File: config.mk
export PLATFORM = sky130hd
export DESIGN_NAME = deblock_edge_line_filter_flat
export DESIGN_NICKNAME = d
export VERILOG_FILES = /design/src/rtl/core/dbf_pkg.sv /design/src/rtl/core/dbf_if.sv /design/src/rtl/core/dbf_tap_calc.sv /design/src/rtl/core/deblock_edge_line_filter.sv /design/src/flat_wrapper.sv
export SDC_FILE = /design/constraint.sdc
export NUM_CORES = 1
export LEC_CHECK = 0
export BUFFER_PORTS_ARGS = -buffer_cell sky130_fd_sc_hd__buf_2
export CORE_AREA = 2 2 295 297
export CTS_CLUSTER_SIZE = 20
export DETAILED_ROUTE_END_ITERATION = 7
export DIE_AREA = 0 0 297 299
export SLEW_MARGIN = 10
export SYNTH_ARGS = -nofsm -noshare
export SYNTH_HDL_FRONTEND = slang
export SYNTH_SLANG_ARGS = --single-unit
File: constraint.sdc
create_clock -name clock -period 5.3 [get_ports clock]
set_input_delay 0.265 -clock clock [delete_from_list [all_inputs] [get_ports clock]]
set_output_delay 0.265 -clock clock [all_outputs]
set_load 0.01 [all_outputs]
File: src/rtl/core/dbf_pkg.sv
package dbf_pkg;

   // configuration register indexes
   localparam int unsigned CsrIndexWidth = 1;
   localparam logic [CsrIndexWidth-1:0] CsrAlphaOffset = 1'b0;
   localparam logic [CsrIndexWidth-1:0] CsrBetaOffset  = 1'b1;

   localparam logic [5:0] MaxIndex  = 6'd51;
   localparam logic [2:0] StrongBs  = 3'd4;

   localparam logic [7:0] AlphaTab [52] = '{
      8'd0,   8'd0,   8'd0,   8'd0,   8'd0,   8'd0,   8'd0,   8'd0,
      8'd0,   8'd0,   8'd0,   8'd0,   8'd0,   8'd0,   8'd0,   8'd0,
      8'd4,   8'd4,   8'd5,   8'd6,   8'd7,   8'd8,   8'd9,   8'd10,
      8'd12,  8'd13,  8'd15,  8'd17,  8'd20,  8'd22,  8'd25,  8'd28,
      8'd32,  8'd36,  8'd40,  8'd45,  8'd50,  8'd56,  8'd63,  8'd71,
      8'd80,  8'd90,  8'd101, 8'd113, 8'd127, 8'd144, 8'd162, 8'd182,
      8'd203, 8'd226, 8'd255, 8'd255
   };

   localparam logic [4:0] BetaTab [52] = '{
      5'd0,  5'd0,  5'd0,  5'd0,  5'd0,  5'd0,  5'd0,  5'd0,
      5'd0,  5'd0,  5'd0,  5'd0,  5'd0,  5'd0,  5'd0,  5'd0,
      5'd2,  5'd2,  5'd2,  5'd3,  5'd3,  5'd3,  5'd3,  5'd4,
      5'd4,  5'd4,  5'd6,  5'd6,  5'd7,  5'd7,  5'd8,  5'd8,
      5'd9,  5'd9,  5'd10, 5'd10, 5'd11, 5'd11, 5'd12, 5'd12,
      5'd13, 5'd13, 5'd14, 5'd14, 5'd15, 5'd15, 5'd16, 5'd16,
      5'd17, 5'd17, 5'd18, 5'd18
   };

   // tc0 per indexA, columns for bS 1, 2, 3
   localparam logic [4:0] Tc0Tab [52][3] = '{
      '{5'd0, 5'd0, 5'd0},  '{5'd0, 5'd0, 5'd0},  '{5'd0, 5'd0, 5'd0},
      '{5'd0, 5'd0, 5'd0},  '{5'd0, 5'd0, 5'd0},  '{5'd0, 5'd0, 5'd0},
      '{5'd0, 5'd0, 5'd0},  '{5'd0, 5'd0, 5'd0},  '{5'd0, 5'd0, 5'd0},
      '{5'd0, 5'd0, 5'd0},  '{5'd0, 5'd0, 5'd0},  '{5'd0, 5'd0, 5'd0},
      '{5'd0, 5'd0, 5'd0},  '{5'd0, 5'd0, 5'd0},  '{5'd0, 5'd0, 5'd0},
      '{5'd0, 5'd0, 5'd0},  '{5'd0, 5'd0, 5'd0},  '{5'd0, 5'd0, 5'd1},
      '{5'd0, 5'd0, 5'd1},  '{5'd0, 5'd0, 5'd1},  '{5'd0, 5'd0, 5'd1},
      '{5'd0, 5'd1, 5'd1},  '{5'd0, 5'd1, 5'd1},  '{5'd1, 5'd1, 5'd1},
      '{5'd1, 5'd1, 5'd1},  '{5'd1, 5'd1, 5'd1},  '{5'd1, 5'd1, 5'd1},
      '{5'd1, 5'd1, 5'd2},  '{5'd1, 5'd1, 5'd2},  '{5'd1, 5'd1, 5'd2},
      '{5'd1, 5'd1, 5'd2},  '{5'd1, 5'd2, 5'd3},  '{5'd1, 5'd2, 5'd3},
      '{5'd2, 5'd2, 5'd3},  '{5'd2, 5'd2, 5'd4},  '{5'd2, 5'd3, 5'd4},
      '{5'd2, 5'd3, 5'd4},  '{5'd3, 5'd3, 5'd5},  '{5'd3, 5'd4, 5'd6},
      '{5'd3, 5'd4, 5'd6},  '{5'd4, 5'd5, 5'd7},  '{5'd4, 5'd5, 5'd8},
      '{5'd4, 5'd6, 5'd9},  '{5'd5, 5'd7, 5'd10}, '{5'd6, 5'd8, 5'd11},
      '{5'd6, 5'd8, 5'd13}, '{5'd7, 5'd10, 5'd14}, '{5'd8, 5'd11, 5'd16},
      '{5'd9, 5'd12, 5'd18}, '{5'd10, 5'd13, 5'd20}, '{5'd11, 5'd15, 5'd23},
      '{5'd13, 5'd17, 5'd25}
   };

   typedef struct packed {
      logic [7:0] p3;
      logic [7:0] p2;
      logic [7:0] p1;
      logic [7:0] p0;
      logic [7:0] q0;
      logic [7:0] q1;
      logic [7:0] q2;
      logic [7:0] q3;
   } line_type;

   // per-line decisions out of the table stage
   typedef struct packed {
      logic       filt_en;
      logic       strong_bs;
      logic       chroma;
      logic       ap_lt;
      logic       aq_lt;
      logic       small_gap;
      logic [4:0] tc0;
   } ctl_type;

   // candidate values out of the tap stage
   typedef struct packed {
      logic signed [8:0] delta_raw;
      logic [4:0]        tc;
      logic [7:0]        p1_tgt;
      logic [7:0]        q1_tgt;
      logic [7:0]        sp0;
      logic [7:0]        sp1;
      logic [7:0]        sp2;
      logic [7:0]        sq0;
      logic [7:0]        sq1;
      logic [7:0]        sq2;
      logic [7:0]        wp0;
      logic [7:0]        wq0;
   } cand_type;

   typedef struct packed {
      logic [7:0] p2;
      logic [7:0] p1;
      logic [7:0] p0;
      logic [7:0] q0;
      logic [7:0] q1;
      logic [7:0] q2;
   } res_type;

endpackage

File: src/rtl/core/dbf_if.sv
interface dbf_req_if;
   logic       valid;
   logic       ready;
   logic       cmd;
   logic [2:0] strength;
   logic [5:0] edge_qp;
   logic [7:0] p3_in;
   logic [7:0] p2_in;
   logic [7:0] p1_in;
   logic [7:0] p0_in;
   logic [7:0] q0_in;
   logic [7:0] q1_in;
   logic [7:0] q2_in;
   logic [7:0] q3_in;

   modport source (
      output valid, cmd, strength, edge_qp,
      output p3_in, p2_in, p1_in, p0_in, q0_in, q1_in, q2_in, q3_in,
      input  ready
   );
   modport sink (
      input  valid, cmd, strength, edge_qp,
      input  p3_in, p2_in, p1_in, p0_in, q0_in, q1_in, q2_in, q3_in,
      output ready
   );
endinterface

interface dbf_rsp_if;
   logic       valid;
   logic       ready;
   logic [7:0] p2_out;
   logic [7:0] p1_out;
   logic [7:0] p0_out;
   logic [7:0] q0_out;
   logic [7:0] q1_out;
   logic [7:0] q2_out;

   modport source (
      output valid, p2_out, p1_out, p0_out, q0_out, q1_out, q2_out,
      input  ready
   );
   modport sink (
      input  valid, p2_out, p1_out, p0_out, q0_out, q1_out, q2_out,
      output ready
   );
endinterface

File: src/rtl/core/dbf_tap_calc.sv
// Tap sums for both filter kinds; selection and clipping happen downstream.
module dbf_tap_calc (
   input  dbf_pkg::line_type line,
   input  dbf_pkg::ctl_type  ctl,
   output dbf_pkg::cand_type cand
);

   logic signed [11:0] delta_sum;
   logic signed [11:0] delta_shr;
   logic [8:0]         avg_sum;
   logic [7:0]         avg;
   logic [8:0]         p1_sum;
   logic [8:0]         q1_sum;
   logic [10:0]        sp0_sum;
   logic [9:0]         sp1_sum;
   logic [10:0]        sp2_sum;
   logic [10:0]        sq0_sum;
   logic [9:0]         sq1_sum;
   logic [10:0]        sq2_sum;
   logic [9:0]         wp0_sum;
   logic [9:0]         wq0_sum;

   always_comb begin
      // 4*(q0-p0) + (p1-q1) + 4, then floor divide by 8
      delta_sum = $signed({2'b00, line.q0, 2'b00}) - $signed({2'b00, line.p0, 2'b00})
                + $signed({4'b0000, line.p1}) - $signed({4'b0000, line.q1}) + 12'sd4;
      delta_shr = delta_sum >>> 3;

      avg_sum = {1'b0, line.p0} + {1'b0, line.q0} + 9'd1;
      avg     = avg_sum[8:1];
      p1_sum  = {1'b0, line.p2} + {1'b0, avg};
      q1_sum  = {1'b0, line.q2} + {1'b0, avg};

      sp0_sum = {3'b000, line.p2} + {2'b00, line.p1, 1'b0} + {2'b00, line.p0, 1'b0}
              + {2'b00, line.q0, 1'b0} + {3'b000, line.q1} + 11'd4;
      sp1_sum = {2'b00, line.p2} + {2'b00, line.p1} + {2'b00, line.p0}
              + {2'b00, line.q0} + 10'd2;
      sp2_sum = {2'b00, line.p3, 1'b0} + {2'b00, line.p2, 1'b0} + {3'b000, line.p2}
              + {3'b000, line.p1} + {3'b000, line.p0} + {3'b000, line.q0} + 11'd4;

      sq0_sum = {3'b000, line.q2} + {2'b00, line.q1, 1'b0} + {2'b00, line.q0, 1'b0}
              + {2'b00, line.p0, 1'b0} + {3'b000, line.p1} + 11'd4;
      sq1_sum = {2'b00, line.q2} + {2'b00, line.q1} + {2'b00, line.q0}
              + {2'b00, line.p0} + 10'd2;
      sq2_sum = {2'b00, line.q3, 1'b0} + {2'b00, line.q2, 1'b0} + {3'b000, line.q2}
              + {3'b000, line.q1} + {3'b000, line.q0} + {3'b000, line.p0} + 11'd4;

      // three-tap average used at bS 4 by chroma and by the fallback strong path
      wp0_sum = {1'b0, line.p1, 1'b0} + {2'b00, line.p0} + {2'b00, line.q1} + 10'd2;
      wq0_sum = {1'b0, line.q1, 1'b0} + {2'b00, line.q0} + {2'b00, line.p1} + 10'd2;

      cand.delta_raw = delta_shr[8:0];
      if (ctl.chroma) begin
         cand.tc = ctl.tc0 + 5'd1;
      end else begin
         cand.tc = ctl.tc0 + {4'b0000, ctl.ap_lt} + {4'b0000, ctl.aq_lt};
      end
      cand.p1_tgt = p1_sum[8:1];
      cand.q1_tgt = q1_sum[8:1];
      cand.sp0    = sp0_sum[10:3];
      cand.sp1    = sp1_sum[9:2];
      cand.sp2    = sp2_sum[10:3];
      cand.sq0    = sq0_sum[10:3];
      cand.sq1    = sq1_sum[9:2];
      cand.sq2    = sq2_sum[10:3];
      cand.wp0    = wp0_sum[9:2];
      cand.wq0    = wq0_sum[9:2];
   end

endmodule

File: src/rtl/core/deblock_edge_line_filter.sv
// Four register stages lie between request acceptance and rsp_chan.valid,
// the first loaded at the accepting edge.
// Throughput: one transaction per cycle; a stall at the response holds each full
// stage with no empty stage after it, and empty stages still fill, so no bubbles are added.
// The four pipeline stages: index clip and distances, table lookup
// and decisions, tap sums, clip and select into the output register.
// Reset (synchronous): all stage valid bits and both offset registers clear to 0.
module deblock_edge_line_filter (
   input  logic         clock,
   input  logic         reset,
   dbf_req_if.sink      req_chan,
   dbf_rsp_if.source    rsp_chan,
   input  logic         csr_we,
   input  logic [dbf_pkg::CsrIndexWidth-1:0] csr_index,
   input  logic [4:0]   csr_wdata
);

   // ---------------------------------------------------------------
   // configuration
   // ---------------------------------------------------------------
   logic signed [4:0] alpha_off_ff;
   logic signed [4:0] beta_off_ff;

   always_ff @(posedge clock) begin
      if (reset) begin
         alpha_off_ff <= '0;
         beta_off_ff  <= '0;
      end else if (csr_we) begin
         unique case (csr_index)
            dbf_pkg::CsrAlphaOffset: alpha_off_ff <= csr_wdata;
            dbf_pkg::CsrBetaOffset:  beta_off_ff  <= csr_wdata;
            default: ;
         endcase
      end
   end

   // ---------------------------------------------------------------
   // pipeline flow: a stage loads when it is empty or its successor moves
   // ---------------------------------------------------------------
   logic s1_valid_ff, s2_valid_ff, s3_valid_ff, rsp_valid_ff;
   logic adv1, adv2, adv3, adv_out;

   always_comb begin
      adv_out = !rsp_valid_ff || rsp_chan.ready;
      adv3    = !s3_valid_ff  || adv_out;
      adv2    = !s2_valid_ff  || adv3;
      adv1    = !s1_valid_ff  || adv2;
   end

   assign req_chan.ready = adv1;

   always_ff @(posedge clock) begin
      if (reset) begin
         s1_valid_ff  <= 1'b0;
         s2_valid_ff  <= 1'b0;
         s3_valid_ff  <= 1'b0;
         rsp_valid_ff <= 1'b0;
      end else begin
         if (adv1)    s1_valid_ff  <= req_chan.valid;
         if (adv2)    s2_valid_ff  <= s1_valid_ff;
         if (adv3)    s3_valid_ff  <= s2_valid_ff;
         if (adv_out) rsp_valid_ff <= s3_valid_ff;
      end
   end

   // ---------------------------------------------------------------
   // stage 1: clip indexA/indexB, clamp bS, sample distances
   // ---------------------------------------------------------------
   dbf_pkg::line_type s1_line_in, s1_line_ff;
   logic              s1_chroma_ff;
   logic [2:0]        s1_bs_in, s1_bs_ff;
   logic [5:0]        s1_ia_in, s1_ia_ff, s1_ib_in, s1_ib_ff;
   logic [7:0]        s1_dpq_in, s1_dpq_ff, s1_dp1_in, s1_dp1_ff;
   logic [7:0]        s1_dq1_in, s1_dq1_ff, s1_ap_in, s1_ap_ff, s1_aq_in, s1_aq_ff;
   logic signed [7:0] sum_a, sum_b;

   function automatic logic [7:0] abs_diff(input logic [7:0] a, input logic [7:0] b);
      return (a > b) ? (a - b) : (b - a);
   endfunction

   function automatic logic [5:0] clip_index(input logic signed [7:0] v);
      logic [5:0] r;
      if (v < 8'sd0) begin
         r = '0;
      end else if (v > $signed({2'b00, dbf_pkg::MaxIndex})) begin
         r = dbf_pkg::MaxIndex;
      end else begin
         r = v[5:0];
      end
      return r;
   endfunction

   always_comb begin
      s1_line_in.p3 = req_chan.p3_in;
      s1_line_in.p2 = req_chan.p2_in;
      s1_line_in.p1 = req_chan.p1_in;
      s1_line_in.p0 = req_chan.p0_in;
      s1_line_in.q0 = req_chan.q0_in;
      s1_line_in.q1 = req_chan.q1_in;
      s1_line_in.q2 = req_chan.q2_in;
      s1_line_in.q3 = req_chan.q3_in;

      // edge_qp is unsigned, offsets sign-extend
      sum_a    = $signed({2'b00, req_chan.edge_qp}) + {{3{alpha_off_ff[4]}}, alpha_off_ff};
      sum_b    = $signed({2'b00, req_chan.edge_qp}) + {{3{beta_off_ff[4]}}, beta_off_ff};
      s1_ia_in = clip_index(sum_a);
      s1_ib_in = clip_index(sum_b);

      // bS 5..7 behave as bS 4
      s1_bs_in = (req_chan.strength > dbf_pkg::StrongBs) ? dbf_pkg::StrongBs
                                                         : req_chan.strength;

      s1_dpq_in = abs_diff(req_chan.p0_in, req_chan.q0_in);
      s1_dp1_in = abs_diff(req_chan.p1_in, req_chan.p0_in);
      s1_dq1_in = abs_diff(req_chan.q1_in, req_chan.q0_in);
      s1_ap_in  = abs_diff(req_chan.p2_in, req_chan.p0_in);
      s1_aq_in  = abs_diff(req_chan.q2_in, req_chan.q0_in);
   end

   always_ff @(posedge clock) begin
      if (adv1) begin
         s1_line_ff   <= s1_line_in;
         s1_chroma_ff <= req_chan.cmd;
         s1_bs_ff     <= s1_bs_in;
         s1_ia_ff     <= s1_ia_in;
         s1_ib_ff     <= s1_ib_in;
         s1_dpq_ff    <= s1_dpq_in;
         s1_dp1_ff    <= s1_dp1_in;
         s1_dq1_ff    <= s1_dq1_in;
         s1_ap_ff     <= s1_ap_in;
         s1_aq_ff     <= s1_aq_in;
      end
   end

   // ---------------------------------------------------------------
   // stage 2: alpha/beta/tc0 lookup, activity test and filter decisions
   // ---------------------------------------------------------------
   dbf_pkg::line_type s2_line_ff;
   dbf_pkg::ctl_type  s2_ctl_in, s2_ctl_ff;
   logic [7:0]        alpha;
   logic [7:0]        beta;
   logic [7:0]        small_lim;

   always_comb begin
      alpha     = dbf_pkg::AlphaTab[s1_ia_ff];
      beta      = {3'b000, dbf_pkg::BetaTab[s1_ib_ff]};
      small_lim = {2'b00, alpha[7:2]} + 8'd2;

      s2_ctl_in.filt_en   = (s1_bs_ff != 3'd0) && (alpha != 8'd0) && (beta != 8'd0)
                         && (s1_dpq_ff < alpha) && (s1_dp1_ff < beta)
                         && (s1_dq1_ff < beta);
      s2_ctl_in.strong_bs = (s1_bs_ff == dbf_pkg::StrongBs);
      s2_ctl_in.chroma    = s1_chroma_ff;
      s2_ctl_in.ap_lt     = (s1_ap_ff < beta);
      s2_ctl_in.aq_lt     = (s1_aq_ff < beta);
      s2_ctl_in.small_gap = (s1_dpq_ff < small_lim);
      // tc0 only matters for bS 1..3
      if ((s1_bs_ff != 3'd0) && (s1_bs_ff != dbf_pkg::StrongBs)) begin
         s2_ctl_in.tc0 = dbf_pkg::Tc0Tab[s1_ia_ff][s1_bs_ff[1:0] - 2'd1];
      end else begin
         s2_ctl_in.tc0 = '0;
      end
   end

   always_ff @(posedge clock) begin
      if (adv2) begin
         s2_line_ff <= s1_line_ff;
         s2_ctl_ff  <= s2_ctl_in;
      end
   end

   // ---------------------------------------------------------------
   // stage 3: tap sums
   // ---------------------------------------------------------------
   dbf_pkg::line_type s3_line_ff;
   dbf_pkg::ctl_type  s3_ctl_ff;
   dbf_pkg::cand_type s3_cand_in, s3_cand_ff;

   dbf_tap_calc u_tap_calc (
      .line (s2_line_ff),
      .ctl  (s2_ctl_ff),
      .cand (s3_cand_in)
   );

   always_ff @(posedge clock) begin
      if (adv3) begin
         s3_line_ff <= s2_line_ff;
         s3_ctl_ff  <= s2_ctl_ff;
         s3_cand_ff <= s3_cand_in;
      end
   end

   // ---------------------------------------------------------------
   // stage 4: clip deltas, saturate, pick per-sample result
   // ---------------------------------------------------------------
   dbf_pkg::res_type  rsp_in, rsp_ff;
   logic signed [8:0] delta;
   logic signed [8:0] p1_d, q1_d;
   logic signed [9:0] p0_sum, q0_sum;
   logic [8:0]        p1_new, q1_new;
   logic [7:0]        np0_norm, nq0_norm;
   logic              p_strong, q_strong;

   function automatic logic signed [8:0] clip_sym(input logic signed [8:0] v,
                                                 input logic [4:0] lim);
      logic signed [8:0] l;
      logic signed [8:0] r;
      l = $signed({4'b0000, lim});
      if (v > l) begin
         r = l;
      end else if (v < -l) begin
         r = -l;
      end else begin
         r = v;
      end
      return r;
   endfunction

   function automatic logic [7:0] sat_pixel(input logic signed [9:0] v);
      logic [7:0] r;
      if (v < 10'sd0) begin
         r = 8'd0;
      end else if (v > 10'sd255) begin
         r = 8'd255;
      end else begin
         r = v[7:0];
      end
      return r;
   endfunction

   always_comb begin
      delta    = clip_sym(s3_cand_ff.delta_raw, s3_cand_ff.tc);
      p0_sum   = $signed({2'b00, s3_line_ff.p0}) + {delta[8], delta};
      q0_sum   = $signed({2'b00, s3_line_ff.q0}) - {delta[8], delta};
      np0_norm = sat_pixel(p0_sum);
      nq0_norm = sat_pixel(q0_sum);

      // p1/q1 move toward their target by at most tc0; stays within 0..255
      p1_d   = clip_sym($signed({1'b0, s3_cand_ff.p1_tgt}) - $signed({1'b0, s3_line_ff.p1}),
                        s3_ctl_ff.tc0);
      q1_d   = clip_sym($signed({1'b0, s3_cand_ff.q1_tgt}) - $signed({1'b0, s3_line_ff.q1}),
                        s3_ctl_ff.tc0);
      p1_new = {1'b0, s3_line_ff.p1} + p1_d;
      q1_new = {1'b0, s3_line_ff.q1} + q1_d;

      p_strong = !s3_ctl_ff.chroma && s3_ctl_ff.ap_lt && s3_ctl_ff.small_gap;
      q_strong = !s3_ctl_ff.chroma && s3_ctl_ff.aq_lt && s3_ctl_ff.small_gap;

      rsp_in.p2 = s3_line_ff.p2;
      rsp_in.p1 = s3_line_ff.p1;
      rsp_in.p0 = s3_line_ff.p0;
      rsp_in.q0 = s3_line_ff.q0;
      rsp_in.q1 = s3_line_ff.q1;
      rsp_in.q2 = s3_line_ff.q2;

      if (s3_ctl_ff.filt_en && !s3_ctl_ff.strong_bs) begin
         rsp_in.p0 = np0_norm;
         rsp_in.q0 = nq0_norm;
         if (!s3_ctl_ff.chroma && s3_ctl_ff.ap_lt) rsp_in.p1 = p1_new[7:0];
         if (!s3_ctl_ff.chroma && s3_ctl_ff.aq_lt) rsp_in.q1 = q1_new[7:0];
      end else if (s3_ctl_ff.filt_en) begin
         if (p_strong) begin
            rsp_in.p0 = s3_cand_ff.sp0;
            rsp_in.p1 = s3_cand_ff.sp1;
            rsp_in.p2 = s3_cand_ff.sp2;
         end else begin
            rsp_in.p0 = s3_cand_ff.wp0;
         end
         if (q_strong) begin
            rsp_in.q0 = s3_cand_ff.sq0;
            rsp_in.q1 = s3_cand_ff.sq1;
            rsp_in.q2 = s3_cand_ff.sq2;
         end else begin
            rsp_in.q0 = s3_cand_ff.wq0;
         end
      end
   end

   always_ff @(posedge clock) begin
      if (adv_out) begin
         rsp_ff <= rsp_in;
      end
   end

   assign rsp_chan.valid  = rsp_valid_ff;
   assign rsp_chan.p2_out = rsp_ff.p2;
   assign rsp_chan.p1_out = rsp_ff.p1;
   assign rsp_chan.p0_out = rsp_ff.p0;
   assign rsp_chan.q0_out = rsp_ff.q0;
   assign rsp_chan.q1_out = rsp_ff.q1;
   assign rsp_chan.q2_out = rsp_ff.q2;

endmodule

File: src/flat_wrapper.sv
// flat-port wrapper written by rule: the top's interface ports become plain ports
module deblock_edge_line_filter_flat 
  (clock, reset, csr_we, csr_index, csr_wdata, req_chan_valid, req_chan_cmd, req_chan_strength, req_chan_edge_qp, req_chan_p3_in, req_chan_p2_in, req_chan_p1_in, req_chan_p0_in, req_chan_q0_in, req_chan_q1_in, req_chan_q2_in, req_chan_q3_in, req_chan_ready, rsp_chan_valid, rsp_chan_p2_out, rsp_chan_p1_out, rsp_chan_p0_out, rsp_chan_q0_out, rsp_chan_q1_out, rsp_chan_q2_out, rsp_chan_ready);
  dbf_req_if req_chan_i ();
  dbf_rsp_if rsp_chan_i ();
  input  logic clock;
  input  logic reset;
  input  logic csr_we;
  input  logic [dbf_pkg::CsrIndexWidth-1:0] csr_index;
  input  logic [4:0] csr_wdata;
  input wire logic [$bits(req_chan_i.valid)-1:0] req_chan_valid;
  input wire logic [$bits(req_chan_i.cmd)-1:0] req_chan_cmd;
  input wire logic [$bits(req_chan_i.strength)-1:0] req_chan_strength;
  input wire logic [$bits(req_chan_i.edge_qp)-1:0] req_chan_edge_qp;
  input wire logic [$bits(req_chan_i.p3_in)-1:0] req_chan_p3_in;
  input wire logic [$bits(req_chan_i.p2_in)-1:0] req_chan_p2_in;
  input wire logic [$bits(req_chan_i.p1_in)-1:0] req_chan_p1_in;
  input wire logic [$bits(req_chan_i.p0_in)-1:0] req_chan_p0_in;
  input wire logic [$bits(req_chan_i.q0_in)-1:0] req_chan_q0_in;
  input wire logic [$bits(req_chan_i.q1_in)-1:0] req_chan_q1_in;
  input wire logic [$bits(req_chan_i.q2_in)-1:0] req_chan_q2_in;
  input wire logic [$bits(req_chan_i.q3_in)-1:0] req_chan_q3_in;
  output wire logic [$bits(req_chan_i.ready)-1:0] req_chan_ready;
  output wire logic [$bits(rsp_chan_i.valid)-1:0] rsp_chan_valid;
  output wire logic [$bits(rsp_chan_i.p2_out)-1:0] rsp_chan_p2_out;
  output wire logic [$bits(rsp_chan_i.p1_out)-1:0] rsp_chan_p1_out;
  output wire logic [$bits(rsp_chan_i.p0_out)-1:0] rsp_chan_p0_out;
  output wire logic [$bits(rsp_chan_i.q0_out)-1:0] rsp_chan_q0_out;
  output wire logic [$bits(rsp_chan_i.q1_out)-1:0] rsp_chan_q1_out;
  output wire logic [$bits(rsp_chan_i.q2_out)-1:0] rsp_chan_q2_out;
  input wire logic [$bits(rsp_chan_i.ready)-1:0] rsp_chan_ready;
  assign req_chan_i.valid = req_chan_valid;
  assign req_chan_i.cmd = req_chan_cmd;
  assign req_chan_i.strength = req_chan_strength;
  assign req_chan_i.edge_qp = req_chan_edge_qp;
  assign req_chan_i.p3_in = req_chan_p3_in;
  assign req_chan_i.p2_in = req_chan_p2_in;
  assign req_chan_i.p1_in = req_chan_p1_in;
  assign req_chan_i.p0_in = req_chan_p0_in;
  assign req_chan_i.q0_in = req_chan_q0_in;
  assign req_chan_i.q1_in = req_chan_q1_in;
  assign req_chan_i.q2_in = req_chan_q2_in;
  assign req_chan_i.q3_in = req_chan_q3_in;
  assign req_chan_ready = req_chan_i.ready;
  assign rsp_chan_valid = rsp_chan_i.valid;
  assign rsp_chan_p2_out = rsp_chan_i.p2_out;
  assign rsp_chan_p1_out = rsp_chan_i.p1_out;
  assign rsp_chan_p0_out = rsp_chan_i.p0_out;
  assign rsp_chan_q0_out = rsp_chan_i.q0_out;
  assign rsp_chan_q1_out = rsp_chan_i.q1_out;
  assign rsp_chan_q2_out = rsp_chan_i.q2_out;
  assign rsp_chan_i.ready = rsp_chan_ready;
  deblock_edge_line_filter u_core (.clock(clock), .reset(reset), .req_chan(req_chan_i), .rsp_chan(rsp_chan_i), .csr_we(csr_we), .csr_index(csr_index), .csr_wdata(csr_wdata));
endmodule
=== Word-level counts from Yosys, hierarchy flattened ===
Memories as Yosys holds them, arrays and structs flattened.
Cells that the tools add are included.

* Register bits: 410
* Memory bits (read-only): 1792
* Bits of input ports: 85
* Output and inout bits: 50
* Memories: 3

{| class="wikitable"
|+ Memories
! memory !! depth !! width !! read ports !! clocked after Yosys merged registers in !! wr ports !! RTL line !! RTL
|-
| (no name shown) || 64 || 15 || 1 || 0 || 0 || deblock_edge_line_filter.sv:159 || <nowiki>s2_ctl_in.tc0 = dbf_pkg::Tc0Tab[s1_ia_ff][s1_bs_ff[1:0] - 2'd1];</nowiki>
|-
| (no name shown) || 64 || 8 || 1 || 0 || 0 || deblock_edge_line_filter.sv:145 || <nowiki>alpha = dbf_pkg::AlphaTab[s1_ia_ff];</nowiki>
|-
| (no name shown) || 64 || 5 || 1 || 0 || 0 || deblock_edge_line_filter.sv:146 || <nowiki>beta = {3'b000, dbf_pkg::BetaTab[s1_ib_ff]};</nowiki>
|}

* $add $sub $neg: 69
* $lt $le $gt $ge: 29
* Equal/unequal tests: 2
* Multiplexer cells: 37
* Bitwise gates (word level): 4
* Reduce and logical (&&, ||, !) cells: 28

{| class="wikitable"
|+ Operators by type and width
! operator !! number
|-
| 8-bit two-way mux || 21
|-
| 11-bit by 8-bit adder with 11-bit output || 8
|-
| 8-bit subtractor || 10
|-
| 48-bit two-way mux || 1
|-
| 8-bit by 8-bit adder with 9-bit output || 5
|-
| 11-bit by 3-bit adder with 11-bit output, second input constant || 4
|-
| 10-bit by 2-bit adder with 10-bit output, second input constant || 4
|-
| 10-bit by 8-bit adder with 10-bit output || 4
|-
| 9-bit by 8-bit adder with 10-bit output || 4
|-
| 8-bit greater-than comparator || 5
|-
| 8-bit by 5-bit less-than comparator with 1-bit output || 4
|-
| 16-bit two-way mux || 2
|-
| 32-bit two-way mux || 1
|-
| 9-bit by 9-bit adder with 10-bit output || 3
|-
| 15-bit two-way mux || 2
|-
| 9-bit by 6-bit greater-than comparator with 1-bit output || 3
|-
| 9-bit less-than comparator || 3
|-
| 5-bit two-way mux || 5
|-
| 10-bit by 8-bit adder with 11-bit output || 2
|-
| 10-bit by 9-bit adder with 11-bit output || 2
|-
| 11-bit by 9-bit adder with 11-bit output || 2
|-
| 8-bit by 9-bit adder with 10-bit output || 2
|-
| 10-bit by 9-bit greater-than comparator with 1-bit output, second input constant || 2
|-
| 10-bit by 1-bit less-than comparator with 1-bit output, second input constant || 2
|-
| 36 further kinds || 68
|}

=== Logic depth before layout (Yosys ltp) ===
Gate-level depths: netlist of the first run.

* Depth in word-level cells: 10
* Depth in mapped cells: 27
* Gate-level depth less buffers: 27

=== By module ===
A second synthesis of the first run with hierarchy kept.

* Cells, all modules: 2813
* Area, all modules: 30824.6 sq um

{| class="wikitable"
|+ Modules (own cells, without submodules)
! module !! instances !! cells an instance !! area each (sq um) !! sequential area each (sq um)
|-
| deblock_edge_line_filter || 1 || 1865 || 22624.2 || 12171.7
|-
| dbf_tap_calc || 1 || 948 || 8200.4 || 0.0
|}

=== Worst setup path before layout of the first run ===
No wires, ideal clock.

* Path kind: register to register
* Start point: register u_core.s3_cand_ff[64] (netlist name)
* End point: register u_core.rsp_ff (netlist bit u_core.rsp_chan.q1_out[7]) (data pin)
* Data arrival time: 4.811 ns
* Data required time: 5.126 ns
* Slack: 0.315 ns
* Cell stages (with the launch flop): 27
* Period minus slack after synthesis: 4.985 ns
* Cells stage by stage: edfxtp_1 -> inv_1 -> ha_1 -> inv_1 -> fa_1 -> a21o_1 -> a21oi_1 -> o21a_1 -> o21bai_1 -> a21o_1 -> inv_1 -> ha_1 -> nor2b_1 -> nor2_1 -> a21oi_1 -> mux2_2 -> nand2_1 -> o21ai_0 -> ha_1 -> a21oi_1 -> o21bai_1 -> a21oi_1 -> o21bai_1 -> a21oi_1 -> xor2_1 -> a211oi_1 -> a311oi_1

{| class="wikitable"
|+ RTL lines
! item !! RTL line !! RTL
|-
| start, declared || deblock_edge_line_filter.sv:177 || <nowiki>dbf_pkg::cand_type s3_cand_in, s3_cand_ff;</nowiki>
|-
| start signal, assigned || deblock_edge_line_filter.sv:189 || <nowiki>s3_cand_ff <= s3_cand_in;</nowiki>
|-
| end signal, assigned || deblock_edge_line_filter.sv:281 || <nowiki>rsp_ff <= rsp_in;</nowiki>
|-
| end, declared || deblock_edge_line_filter.sv:196 || <nowiki>dbf_pkg::res_type rsp_in, rsp_ff;</nowiki>
|}

==> results.sh, run 1 <==
export IMPL_period_share_pct=94.9
export IMPL_leakage_nw=15.1
export IMPL_remaining_drc_errors=0
export IMPL_crit_path_start_kind="flip-flop"
export IMPL_yosysUniqueCellTypes=84
export IMPL_start_util_pct=34.6
export IMPL_die_h_um=299
export IMPL_grt_max_degree=122
export IMPL_final_cell_mix="edfxtp_1 (396), ha_1 (362), inv_1 (270)"
export IMPL_max_cap_violations=0
export IMPL_drt_pass1_iterations=5
export IMPL_grt_pass1_vias=20326
export IMPL_hold_class="primary input to flip-flop"
export IMPL_fmax_ghz=0.199
export IMPL_rows=108
export IMPL_final_common_cell="edfxtp_1"
export IMPL_slew_headroom_pct=18.8
export IMPL_grt_pass1_wl_um=121000
export IMPL_status="finished, final reports clean"
export IMPL_die_area_mm2=0.0888
export IMPL_clk_latency_ps=610
export IMPL_place_gp_congestion=0.923
export IMPL_die_x_um=297
export IMPL_ys_warnings_count=0
export IMPL_max_slew_worst_pin_slew_ps=1210
export IMPL_skew_ps=31.0
export IMPL_antenna_found_initial=1
export IMPL_crit_required_ps=5650
export IMPL_grt_overflow=0
export IMPL_netlist_instances=2596
export IMPL_drive_gt1_share_pct=11.8
export IMPL_peakVddDrop_v=0.000265
export IMPL_rsz0062_at_grt="no"
export IMPL_dr_first_iter_drc_count=1149
export IMPL_synth_area_leaders="edfxtp_1 (40%), ha_1 (15%), fa_1 (11%)"
export IMPL_core_area_mm2=0.0859
export IMPL_synth_area_mm2=0.0297
export IMPL_ys_ff_latch=410
export IMPL_hpwl_um=62000
export IMPL_power_density_mw_per_mm2=460
export IMPL_cts_tree="built"
export IMPL_cp_max_fo=14
export IMPL_fin_crit_ps=5030
export IMPL_num_io_pins=135
export IMPL_viasPerCell=4.98
export IMPL_fin_area_mm2=0.0346
export IMPL_synth_edff_count=396
export IMPL_track_usage_pct=17.8
export IMPL_yosysTopAreaCell="edfxtp_1"
export IMPL_wire_per_inst_um=19.5
export IMPL_vias=20298
export IMPL_ys_async_sr_fraction_pct=0
export IMPL_ant_nets=0
export IMPL_num_nets_final=3486
export IMPL_clock_sinks=410
export IMPL_synth_top_cell_area_share_pct=40.0
export IMPL_cts_buffer_depth=3
export IMPL_clk_pin_slew_ps=60
export IMPL_numCtsBuffers=48
export IMPL_cp_end_kind="flip-flop"
export IMPL_h_tree_depth=2
export IMPL_area_growth_pct=16.4
export IMPL_worst_setup_path_type="flip-flop to flip-flop"
export IMPL_synth_ff_type="edfxtp_1"
export IMPL_wl_um=79400
export IMPL_portBuffers=134
export IMPL_hold_viol=0
export IMPL_cp_arrival_ps=5380
export IMPL_slew_viol_final=0
export IMPL_setup_viol=0
export IMPL_fin_util_pct=40.2
export IMPL_cts_root_buf="clkbuf_16"
export IMPL_avgSynthCellArea_um2=11.4
export IMPL_syn_num_nets=3206
export IMPL_synth_seq_area_share_pct=41.0
export IMPL_dpl_cell_area_mm2=0.0321
worst max-delay path, cell delays in order (launching register included):
cell,delay [ps]
edfxtp_1,410
inv_1,80
ha_1,250
nand2_1,100
nor2_1,50
ha_1,290
inv_1,40
ha_1,190
or3_1,370
o211ai_1,120
a211oi_2,110
a21oi_1,170
buf_4,210
nand3b_1,90
o21ai_0,70
nand2_1,70
o21a_1,140
ha_1,360
nand3_1,120
nor2_1,40
a21oi_1,310
a311oi_1,180
o21a_1,200
or3_1,300
a21o_1,190
a221o_1,320
flip-flops by register name (all words and copies together) (netlist names), 3 cells and up:
name	cells
u_core.s1_bs_ff	3
u_core.beta_off_ff	5
u_core.rsp_chan.q1_out	8
u_core.rsp_chan.p0_out	8
u_core.s1_dq1_ff	8
u_core.s1_ap_ff	8
u_core.s1_ia_ff	6
u_core.s2_line_ff	64
u_core.s1_dp1_ff	8
u_core.s1_dpq_ff	8
u_core.s1_line_ff	64
u_core.s3_line_ff	48
u_core.s1_aq_ff	8
u_core.s3_ctl_ff	11
u_core.alpha_off_ff	5
u_core.s1_ib_ff	6
u_core.rsp_chan.p2_out	8
u_core.rsp_chan.q0_out	8
u_core.s3_cand_ff	94
u_core.rsp_chan.q2_out	8
u_core.s2_ctl_ff	11
u_core.rsp_chan.p1_out	8
routing by layer:
metal	part of all wire [%]	wire, µm	track usage [%]	vias to the layer above
met1	45	35400	23.6	9840
li1	-	-	-	9882
met5	0	0	0	-
met3	4.4	3460	2.50	131
met2	49	38500	30.5	445
met4	2.5	1980	5.03	0
cell usage after synthesis (all sizes together) (5+ instances only):
cell type	instances
edfxtp	396
ha	362
inv	272
a21oi	166
nor2	166
fa	163
nand2	126
o21ai	121
xnor2	80
xor2	67
mux2i	62
o21a	59
nor3	58
a21o	46
nor2b	45
nand2b	41
o21bai	32
clkbuf	30
nand3	29
mux2	27
nand4	21
a22oi	19
a31oi	18
a211oi	17
dfxtp	14
and3	12
and2	9
buf	9
o22ai	9
or2	9
nor3b	8
o211ai	8
o31ai	7
o221ai	6
or3	6
a211o	5
a2bb2oi	5
a311oi	5
and4	5
o311a	5
where the power goes:
| part | switching [W] | internal, W |
|---|---|---|
| logic | 0.00435 | 0.00338 |
| clock network | 0.00141 | 0.00202 |
| registers | 0.000405 | 0.00435 |
| total | 0.00617 | 0.00975 |
path summary, 6_finish.rpt:
kind	depth (start not counted)	end	slack, ps	startpoint
setup / recovery	25	u_core.rsp_chan.p0_out[6]	270	u_core.s3_cand_ff[80]
hold / removal	1	u_core.s1_line_ff[29]	40	req_chan_q0_in[5]
setup reg to reg	25	u_core.rsp_chan.p0_out[6]	270	u_core.s3_cand_ff[80]
hold reg to reg	0	u_core.s2_line_ff[34]	390	u_core.s1_line_ff[34]
repair_timing:
| action | CTS | global route |
|---|---|---|
| hold buffers | 76 | 1 |
| hold endpoints to repair | 72 | 1 |
| gates resized for setup | 2 | 10 |
| setup buffers | 0 | 3 |
| cloned | 0 | 0 |
| pin swaps | 0 | 9 |
| endpoints found under the setup margin | 2 | 4 |
layout make-up:
type	count	area, µm²
fill	8314	51400
inverter	274	1030
multi-input combinational	1873	16400
clock buffer	52	1260
antenna	1	2.50
clock inverter	38	387
tap	1155	1450
sequential	410	12200
timing repair buffer	269	1900
cell families (layout without fill, tap and decap cells):
kind of cell / count (synthesis) / count (layout) / share of synthesized area [%]
AOI/OAI and AO/OA: 562 / 562 / 12.3
xor gates and xnor gates: 147 / 147 / 4.36
adders and majority gates: 526 / 526 / 26.3
buffers and inverters: 313 / 633 / 4.04
DFF: 410 / 410 / 41.0
muxes: 90 / 90 / 3.19
other: 0 / 1 / 0
and+or+nand+nor: 548 / 548 / 8.86
metrics by stage:
step,total power [W],setup TNS (ps),setup slack (ps),hold WS (ps),std cells
detailed placement,0.0123,-8.37,-8.37,405,3901
CTS,0.0159,0,48.3,3.11,4067
finish,0.0159,0,272,38.3,4072
global placement,0.0122,0,45.6,401,3901
floorplan,0.0103,0,315,334,2596
global route,0.0172,0,10.3,10.5,4072
(Power assumes the default switching activity.)
==> inputs of run 2 (changes only) <==
--- a/config.mk
+++ b/config.mk
@@ -10,6 +10,7 @@
 export CTS_CLUSTER_SIZE = 20
 export DETAILED_ROUTE_END_ITERATION = 7
 export DIE_AREA = 0 0 297 299
+export RECOVER_POWER = 100
 export SLEW_MARGIN = 10
 export SYNTH_ARGS = -nofsm -noshare
 export SYNTH_HDL_FRONTEND = slang
==> run 2 against run 1 <==
  * Register-to-register slack barely moved
  * Design area shrank 0.84%
  * The run now ends with max-capacitance violations, max-slew violations left
  * Hold slack worse by 16 ps
  * Combinational power down 0.8%
  * Via count grew 0.27%
  * Global-route usage is the same
  * Cell count did not move
  * Largest power group unchanged
  * Sequential power is essentially flat
  * Non-clock buffer count unchanged
==> results.sh, run 2 (synthesized netlist as in run 1, its figures left out) <==
export IMPL_clk_latency_ps=610
export IMPL_wire_per_inst_um=19.5
export IMPL_numCtsBuffers=48
export IMPL_switchingPower_w=0.00615
export IMPL_final_common_cell="edfxtp_1"
export IMPL_grt_max_degree=122
export IMPL_start_util_pct=34.6
export IMPL_rows=108
export IMPL_setup_viol=0
export IMPL_hold_class="primary input to flip-flop"
export IMPL_die_x_um=297
export IMPL_power_density_mw_per_mm2=463
export IMPL_cts_root_buf="clkbuf_16"
export IMPL_nFillCells=8385
export IMPL_max_cap_violations=5
export IMPL_hold_viol=0
export IMPL_wl_um=79500
export IMPL_fin_crit_ps=5020
export IMPL_cp_end_kind="flip-flop"
export IMPL_slew_headroom_pct=-106
export IMPL_num_nets_final=3486
export IMPL_cp_max_fo=10
export IMPL_skew_ps=31.7
export IMPL_ant_nets=0
export IMPL_p_seq_share_pct=30.0
export IMPL_h_tree_depth=2
export IMPL_cts_tree="built"
export IMPL_route_met2_wl_um=38400
export IMPL_num_io_pins=135
export IMPL_crit_required_ps=5660
export IMPL_grt_overflow=0
export IMPL_swShare_pct=38.8
export IMPL_antenna_found_initial=2
export IMPL_vias=20353
export IMPL_largest_register="u_core.s3_cand_ff"
export IMPL_place_gp_congestion=0.923
export IMPL_leakage_nw=14.7
export IMPL_whs_ps=22.0
export IMPL_cts_buffer_depth=3
export IMPL_cp_arrival_ps=5380
export IMPL_power_internal_w=0.00971
export IMPL_viasPerCell=5.00
export IMPL_core_area_mm2=0.0859
export IMPL_clkPwrFrac_pct=21.6
export IMPL_multiInputGateArea_mm2=0.0164
export IMPL_clk_pin_slew_ps=60
export IMPL_finalPower_w=0.0159
export IMPL_die_h_um=299
export IMPL_topRoutingLayerUsed="met4"
export IMPL_hpwl_um=62000
export IMPL_wl_met1_um=35300
export IMPL_track_usage_pct=17.8
export IMPL_grt_pass1_wl_um=121000
export IMPL_clock_sinks=410
export IMPL_largest_reg_flops=94
export IMPL_crit_path_start_kind="flip-flop"
export IMPL_area_growth_pct=15.5
export IMPL_period_share_pct=94.8
export IMPL_max_slew_worst_pin_slew_ps=3090
export IMPL_dr_first_iter_drc_count=1222
export IMPL_fin_util_pct=39.9
export IMPL_peakVddDrop_v=0.000265
export IMPL_failed_checks="max-capacitance violations, max-slew violations"
export IMPL_regArea_mm2=0.0122
export IMPL_fmax_ghz=0.199
export IMPL_worst_setup_path_type="flip-flop to flip-flop"
export IMPL_dpl_cell_area_mm2=0.0321
export IMPL_slew_viol_final=325
export IMPL_status="complete, but fails checks"
export IMPL_drt_pass1_iterations=5
export IMPL_fin_area_mm2=0.0343
export IMPL_portBuffers=134
export IMPL_largestRegisters="u_core.s3_cand_ff: 94 flops, u_core.s1_line_ff: 64 flops, u_core.s2_line_ff: 64 flops"
export IMPL_grt_pass1_vias=20326
export IMPL_met3_wirelength_um=3570
export IMPL_rsz0062_at_grt="no"
export IMPL_final_cell_mix="edfxtp_1 (396), ha_1 (362), inv_1 (270)"
export IMPL_remaining_drc_errors=0
export IMPL_drive_gt1_share_pct=7.06
export IMPL_die_area_mm2=0.0888
export IMPL_p_comb_share_pct=48.4
run 2: per-stage QoR:
stage | worst slack (ps) | instances | TNS (ps)
6_report | 278 | 4072 | 0
4_1_cts | 48.3 | 4067 | 0
3_5_place_dp | -8.37 | 3901 | -8.37
2_1_floorplan | 315 | 2596 | 0
3_3_place_gp | 45.6 | 3901 | 0
5_1_grt | 6.92 | 4072 | 0
run 2: path summary, 6_finish.rpt:
path                                             from  depth (start not counted)  slack (ps)                    end
worst max-delay path            u_core.s2_line_ff[26]                         14         280  u_core.s3_cand_ff[39]
worst max register to register  u_core.s2_line_ff[26]                         14         280  u_core.s3_cand_ff[39]
worst min-delay path                   rsp_chan_ready                          4          20  u_core.rsp_chan.valid
worst min register to register  u_core.s1_line_ff[34]                          0         390  u_core.s2_line_ff[34]
run 2: layout make-up:
type                            count  area share [%]
Multi-Input combinational cell   1873            47.7
Sequential cell                   410            35.5
Tap cell                         1155            4.21
Inverter                          274            3.00
Clock inverter                     38            1.13
Clock buffer                       52            3.67
Timing Repair Buffer              269            4.76
Antenna cell                        1         0.00730
run 2: critical path: stages (launching register included):
cell and delay (ps):
edfxtp_1 360, clkbuf_1 840, fa_1 590, fa_1 530, fa_1 490, ha_1 340, inv_1 80, o21bai_1 100
a21oi_1 240, o21bai_1 130, a21oi_1 260, o21ai_0 150, or2_2 310, a21o_1 190, xor2_1 140
run 2: power groups by stage:
stage	clock network [W]	logic [W]	registers, W
final	0.00343	0.00768	0.00476
after global routing	0.00364	0.00866	0.00481
after CTS	0.00352	0.00759	0.00475
after detailed placement	0	0.00748	0.00482
after global placement	0	0.00741	0.00481
after floorplan	0	0.00571	0.00464
run 2: timing repair:
item                                    CTS  global route
buffers inserted                          0             3
hold buffers                             76             1
hold endpoints to repair                 72             1
pin swaps                                 0             9
gates resized for setup                   2            10
endpoints found under the setup margin    2             4
run 2: routing by layer:
metal / vias up / global-route usage (%)
met5: - / 0
met2: 475 / 30.5
met4: 0 / 5.03
met1: 9858 / 23.6
li1: 9881 / -
met3: 139 / 2.50
